$ cat config.mk
export PLATFORM = sky130hd
export DESIGN_NAME = lct_shape
export DESIGN_NICKNAME = d
export VERILOG_FILES = /design/src/rtl/lct_pkg.sv /design/src/rtl/lct_shape.sv
export SDC_FILE = /design/constraint.sdc
export NUM_CORES = 1
export LEC_CHECK = 0
export BUFFER_PORTS_ARGS = -buffer_cell sky130_fd_sc_hd__buf_4
export CAP_MARGIN = 25
export CORE_UTILIZATION = 45
export CTS_CLUSTER_SIZE = 12
export DETAILED_ROUTE_END_ITERATION = 10
export PLACE_DENSITY = 0.62
export SLEW_MARGIN = 30
export SYNTH_ARGS = -nofsm -noshare
export SYNTH_HDL_FRONTEND = slang
export SYNTH_SLANG_ARGS = --single-unit
$ cat constraint.sdc
create_clock -name clk -period 8.2 [get_ports clk]
set_input_delay 1.23 -clock clk [delete_from_list [all_inputs] [get_ports clk]]
set_output_delay 1.23 -clock clk [all_outputs]
set_load 0.1 [all_outputs]
$ cat src/rtl/lct_pkg.sv
// shared constants, types and fixed-point helpers for the cycle table oscillator
`timescale 1ns / 1ps

package lct_pkg;

  // store and number formats
  localparam int DEPTH       = 4096;
  localparam int PHASE_BITS  = 24;
  localparam int SAMPLE_BITS = 16;

  localparam int ADDR_W = $clog2(DEPTH);
  localparam int LEN_W  = ADDR_W + 1;

  // configuration port and register widths
  localparam int CFG_W      = 24;
  localparam int CFG_IDX_W  = 2;
  localparam int PINC_W     = 24;
  localparam int CLEN_W     = 13;

  // command fields
  localparam int CMD_W    = 2;
  localparam int OFFSET_W = 12;

  // shape arithmetic: at most 30 phase bits take part
  localparam int PB_USE = (PHASE_BITS > 30) ? 30 : PHASE_BITS;
  localparam int F_BITS = SAMPLE_BITS - 1;
  localparam int T_W    = PB_USE + 3;
  localparam int AT_W   = PB_USE + 1;
  localparam int SQ_W   = 2 * PB_USE + 2;
  localparam int RS_W   = 2 * PB_USE + 1;

  localparam logic signed [T_W-1:0] T_ONE   = T_W'(1) << PB_USE;
  localparam logic signed [T_W-1:0] T_THREE = T_ONE + (T_ONE <<< 1);
  localparam logic [RS_W-1:0]       SINE_TOP = RS_W'(1) << (2 * PB_USE);
  localparam logic [F_BITS:0]       SAT_FULL = (F_BITS + 1)'(1) << F_BITS;

  typedef enum logic [CMD_W-1:0] {
    CMD_READ    = 2'd0,
    CMD_REGEN   = 2'd1,
    CMD_RESTART = 2'd2,
    CMD_SET     = 2'd3
  } cmd_t;

  typedef enum logic [1:0] {
    WAVE_SINE   = 2'd0,
    WAVE_TRI    = 2'd1,
    WAVE_SQUARE = 2'd2,
    WAVE_SAW    = 2'd3
  } wave_t;

  typedef enum logic [CFG_IDX_W-1:0] {
    REG_PHASE_INC = 2'd0,
    REG_WAVEFORM  = 2'd1,
    REG_CYCLE_LEN = 2'd2
  } reg_idx_t;

  typedef enum logic [1:0] {
    ST_IDLE,
    ST_GEN,
    ST_DRAIN
  } state_t;

  // one write beat into the cycle store
  typedef struct packed {
    logic                   en;
    logic [ADDR_W-1:0]      addr;
    logic [SAMPLE_BITS-1:0] data;
  } mem_wr_t;

  // rescale a magnitude with 'from' fraction bits to F_BITS, halves away from zero
  function automatic logic [F_BITS:0] rescale(input logic [RS_W-1:0] mag, input int from);
    logic [RS_W:0] w;
    logic [RS_W:0] half;
    w    = {1'b0, mag};
    half = '0;
    if (from > F_BITS) begin
      half = (RS_W + 1)'(1) << (from - F_BITS - 1);
      w    = (w + half) >> (from - F_BITS);
    end else begin
      w = w << (F_BITS - from);
    end
    return w[F_BITS:0];
  endfunction

  // clamp to +1.0 - lsb or -1.0 and apply the sign
  function automatic logic signed [SAMPLE_BITS-1:0] saturate(input logic neg,
                                                             input logic [F_BITS:0] mag);
    logic [F_BITS:0] m;
    if (neg) begin
      m = (mag > SAT_FULL) ? SAT_FULL : mag;
      return signed'((~m) + (F_BITS + 1)'(1));
    end else begin
      m = (mag > SAT_FULL - 1'b1) ? (SAT_FULL - 1'b1) : mag;
      return signed'(m);
    end
  endfunction

endpackage

$ cat src/rtl/lct_shape.sv
// three stage waveform pipeline: phase to q1.15 sample and store write beat
`timescale 1ns / 1ps

module lct_shape import lct_pkg::*; (
  input  logic                  clk,
  input  logic                  rst,
  input  logic                  issue,
  input  logic [ADDR_W-1:0]     issue_idx,
  input  logic [PHASE_BITS-1:0] phase,
  input  wave_t                 wave,
  output mem_wr_t               wr,
  output logic                  busy
);

  logic [PB_USE-1:0]      u;
  logic                   first;
  logic signed [T_W-1:0]  ut;
  logic signed [T_W-1:0]  t;
  logic signed [T_W-1:0]  t_abs;
  logic                   tri_neg;

  logic                   s1_valid;
  logic [ADDR_W-1:0]      s1_idx;
  logic [AT_W-1:0]        s1_at;
  logic                   s1_first;
  logic                   s1_tri_neg;
  logic [PB_USE-1:0]      s1_u;
  wave_t                  s1_wave;

  logic                   s2_valid;
  logic [ADDR_W-1:0]      s2_idx;
  logic [SQ_W-1:0]        s2_sq;
  logic [AT_W-1:0]        s2_at;
  logic                   s2_first;
  logic                   s2_tri_neg;
  logic [PB_USE-1:0]      s2_u;
  wave_t                  s2_wave;

  logic [RS_W-1:0]        sine_val;
  logic [SAMPLE_BITS-1:0] sample_val;

  // stage 1 input: distance of 4p from the nearest odd quarter
  always_comb begin
    u       = phase[PHASE_BITS-1 -: PB_USE];
    first   = ~u[PB_USE-1];
    ut      = signed'({3'b000, u});
    t       = (ut <<< 2) - (first ? T_ONE : T_THREE);
    t_abs   = t[T_W-1] ? -t : t;
    tri_neg = first ? t[T_W-1] : (~t[T_W-1] && (t != '0));
  end

  // stage valid bits
  always_ff @(posedge clk) begin
    if (rst) begin
      s1_valid <= 1'b0;
      s2_valid <= 1'b0;
    end else begin
      s1_valid <= issue;
      s2_valid <= s1_valid;
    end
  end

  // stage 1 and stage 2 payload, square registered before use
  always_ff @(posedge clk) begin
    s1_idx     <= issue_idx;
    s1_at      <= t_abs[AT_W-1:0];
    s1_first   <= first;
    s1_tri_neg <= tri_neg;
    s1_u       <= u;
    s1_wave    <= wave;

    s2_idx     <= s1_idx;
    s2_sq      <= s1_at * s1_at;
    s2_at      <= s1_at;
    s2_first   <= s1_first;
    s2_tri_neg <= s1_tri_neg;
    s2_u       <= s1_u;
    s2_wave    <= s1_wave;
  end

  // stage 3: shape select, round and saturate
  always_comb begin
    sine_val = SINE_TOP - s2_sq[RS_W-1:0];
    case (s2_wave)
      WAVE_SINE: begin
        sample_val = saturate(~s2_first, rescale(sine_val, 2 * PB_USE));
      end
      WAVE_TRI: begin
        sample_val = saturate(s2_tri_neg, rescale(RS_W'(s2_at), PB_USE));
      end
      WAVE_SQUARE: begin
        sample_val = saturate(~s2_first, SAT_FULL);
      end
      default: begin
        sample_val = saturate(1'b0, rescale(RS_W'(s2_u), PB_USE));
      end
    endcase
  end

  assign wr.en   = s2_valid;
  assign wr.addr = s2_idx;
  assign wr.data = sample_val;
  assign busy    = s1_valid | s2_valid;

endmodule

==> impl_metrics.py <==
metrics = {
    "floorplanning": {
        "die_w_um": 223,
        "fp.coreArea_um2": 47900,
        "die_h_um": 223,
        "floorplan.initialDensity_pct": 45.7,
        "pin_count": 71,
        "fp-row-count": 80,
        "die-area_um2": 49600,
    },
    "route": {
        "dr.pass1.iters": 7,
        "drt_iter0_drc": 963,
        "wl_per_cell_um": 18.4,
        "routed_wl_mm": 57.3,
        "routed-via-count": 16300,
        "vias_per_cell": 5.26,
        "remaining_drc_errors": 0,
        "drtAntennaViolNets": 0,
    },
    "yosys": {
        "avgSynthCellArea_um2": 9.05,
        "synth_top_family_by_area": "adder cells",
        "async_flop_share_pct": 0,
        "synthAdderAreaFrac_pct": 47.6,
        "ys_ff_latch": 150,
        "synth_compound_area_share_pct": 8.33,
        "synth_edf_count": 0,
        "synth.distinct_cells": 74,
        "muxShareOfSynthArea_pct": 0.531,
        "yosys.area_share.simple_pct": 13.4,
        "syn_inst": 2424,
        "yosys_warnings": 0,
        "synthFlopType": "dfxtp_1",
        "ys_seq_area_share_pct": 13.7,
        "syn_nets": 3063,
        "syn_area_um2": 21900,
        "synth-xor-area-share_pct": 4.59,
    },
    "clocking": {
        "clk_latency_ns": 0.45,
        "cts-root-buf": "clkbuf_16",
        "clk_pin_slew_ns": 0.07,
        "htreeDepth": 4,
        "cts_tree": "built",
        "postCtsSetupBuffers": 0,
        "clock-sinks": 150,
        "cts_buffer_depth": 2,
        "cts_buffers": 17,
    },
    "timing": {
        "tightest_slew_ns": 0.925,
        "setup_viol": 0,
        "finClkSkew_ns": 0.0227,
        "min_period_ns": 7.82,
        "slew_headroom_pct": 37.9,
        "slew_violations": 0,
        "holdWs_ns": 0.322,
        "min_period_over_period_pct": 95.3,
        "fmax_mhz": 128,
        "hold_violations": 0,
    },
    "worst_setup_path": {
        "path_class": "reg -> reg",
        "cp.arrival_ns": 8.18,
        "slowest_stage": "dfxtp_1",
        "path_max_fanout": 17,
        "worstPathRequired_ns": 8.56,
        "cp-end-kind": "flop",
        "critPathMaxStageDelay_ns": 0.56,
        "critPathTopFamily": "adder cells",
        "path_buf_inv": 6,
        "start_kind": "flop",
        "crit_top_cell": "fa_1",
    },
    "finish": {
        "fill_cells": 4508,
        "layout_commonest_cell": "inv_1",
        "area_delta_synth_final_pct": 8.93,
        "register_area_um2": 3020,
        "multi_input_area_um2": 16300,
        "drive_gt1_share_pct": 7.79,
        "postLayoutCoreUtil_pct": 49.8,
        "layout_common_cells": "inv_1, fa_1, ha_1, nand2_1, dfxtp_1",
        "fin_nets": 3116,
    },
    "global_route": {
        "track_usage_pct": 24.2,
        "overflow": 0,
        "use_met2_pct": 41.8,
        "use_met3_pct": 2.63,
        "grt_pass1_wl_mm": 92.9,
        "use_met1_pct": 31.2,
        "antenna_found_initial": 1,
        "grt_pass1_vias": 17600,
        "top_usage_layer": "met2",
        "grt_max_degree": 33,
    },
    "min_path": {
        "hold_path_class": "reg -> reg",
    },
    "outcome": {
        "status": "finished, final reports clean",
    },
    "place": {
        "hpwl_mm": 47.5,
        "gp_congestion": 0.935,
        "port-buffer-count": 70,
    },
    "job": {
        "maxCapViolations": 0,
    },
}
area by class of cell:
type / instances / share of cell area [%]
diodes: 2 / 0.0209
clock buffers: 19 / 1.90
clock inverters: 13 / 0.660
inverters: 611 / 9.60
multi-input cells: 1582 / 68.4
flip-flops and latches: 150 / 12.6
well taps: 615 / 3.22
repair buffers: 115 / 3.61
synthesized netlist by cell type (4+ instances only):
master | instances | area (µm²)
clkbuf_1 | 75 | 282
nor3b_1 | 5 | 37.5
nor2b_1 | 19 | 119
o21ai_0 | 48 | 240
a22oi_1 | 4 | 30.0
and3_1 | 13 | 81.3
o211ai_1 | 9 | 67.6
nand3_1 | 24 | 120
or3_1 | 5 | 31.3
xnor2_1 | 63 | 552
ha_1 | 204 | 2550
nand2_1 | 192 | 721
o221ai_1 | 4 | 35.0
o31ai_1 | 8 | 60.1
nor3_1 | 24 | 120
inv_1 | 611 | 2290
a211oi_1 | 17 | 128
nand4_1 | 18 | 113
a21oi_1 | 83 | 415
and4_1 | 4 | 35.0
or4_1 | 5 | 37.5
a21o_1 | 18 | 135
a221oi_1 | 5 | 43.8
a21boi_0 | 5 | 37.5
or2_2 | 10 | 62.6
mux2i_1 | 6 | 60.1
o21a_1 | 8 | 60.1
xor2_1 | 50 | 438
o22ai_1 | 5 | 31.3
dfxtp_1 | 150 | 3000
a31oi_1 | 14 | 87.6
and2_1 | 128 | 801
fa_1 | 394 | 7890
nand2b_1 | 9 | 56.3
buf_1 | 4 | 15.0
nor2_1 | 97 | 364
o21bai_1 | 6 | 45.0
mux2_2 | 5 | 56.3
nor4_1 | 17 | 106
cells by family (layout without fill, tap and decap cells):
group / count (synthesis) / after routing
buffers and inverters: 692 / 758
adder cells (fa/ha/maj): 598 / 598
AND/OR/NAND/NOR: 583 / 583
AO/OA/AOI/OAI: 276 / 276
flip-flops: 150 / 150
XOR/XNOR: 114 / 114
multiplexers: 11 / 11
other: 0 / 2
flip-flops by register name (all words and copies together), names as in the netlist:
name and count:
s1_wave 2, s2_u 16, s1_u 17, s1_idx 12
s1_at 22, s2_at 17, s1_tri_neg 1, s1_first 1
s2_tri_neg 1, s2_first 1, s1_valid 1, s2_valid 1
s2_sq 44, s2_idx 12, s2_wave 2
what timing repair did:
action / 4_1_cts / 5_1_grt
setup endpoints to repair: 0 / 13
resized for setup: 0 / 13
hold buffers: 0 / 0
layer usage:
metal / vias to the layer above / wire, µm
met5: - / 0
met4: 0 / 1870
met3: 99 / 2720
met2: 475 / 28400
met1: 8209 / 24400
li1: 7550 / -
metrics by stage:
stage / instance area (µm²) / setup TNS (ns) / setup WS (ns) / std cells
2_1_floorplan: 21900 / 0 / 0.894 / 2424
3_3_place_gp: 23300 / 0 / 0.141 / 3073
3_5_place_dp: 23300 / 0 / 0.104 / 3073
4_1_cts: 23900 / 0 / 0.00151 / 3105
5_1_grt: 23900 / -0.0158 / -0.0158 / 3106
6_report: 23900 / 0 / 0.382 / 3107
path summary, 6_finish.rpt:
| check | from | endpoint | slack (ns) | cells past startpoint |
|---|---|---|---|---|
| max reg2reg | s1_at[21]$_DFF_P_ | s2_sq[45]$_DFF_P_ | 0.38 | 25 |
| min reg2reg | s1_first$_DFF_P_ | s2_first$_DFF_P_ | 0.32 | 0 |
| min | s1_first$_DFF_P_ | s2_first$_DFF_P_ | 0.32 | 0 |
| max | s1_at[21]$_DFF_P_ | s2_sq[45]$_DFF_P_ | 0.38 | 25 |
Power is left out: the tool's default activity adds up to more than one toggle a clock period on the data nets, which glitch-free logic cannot reach.
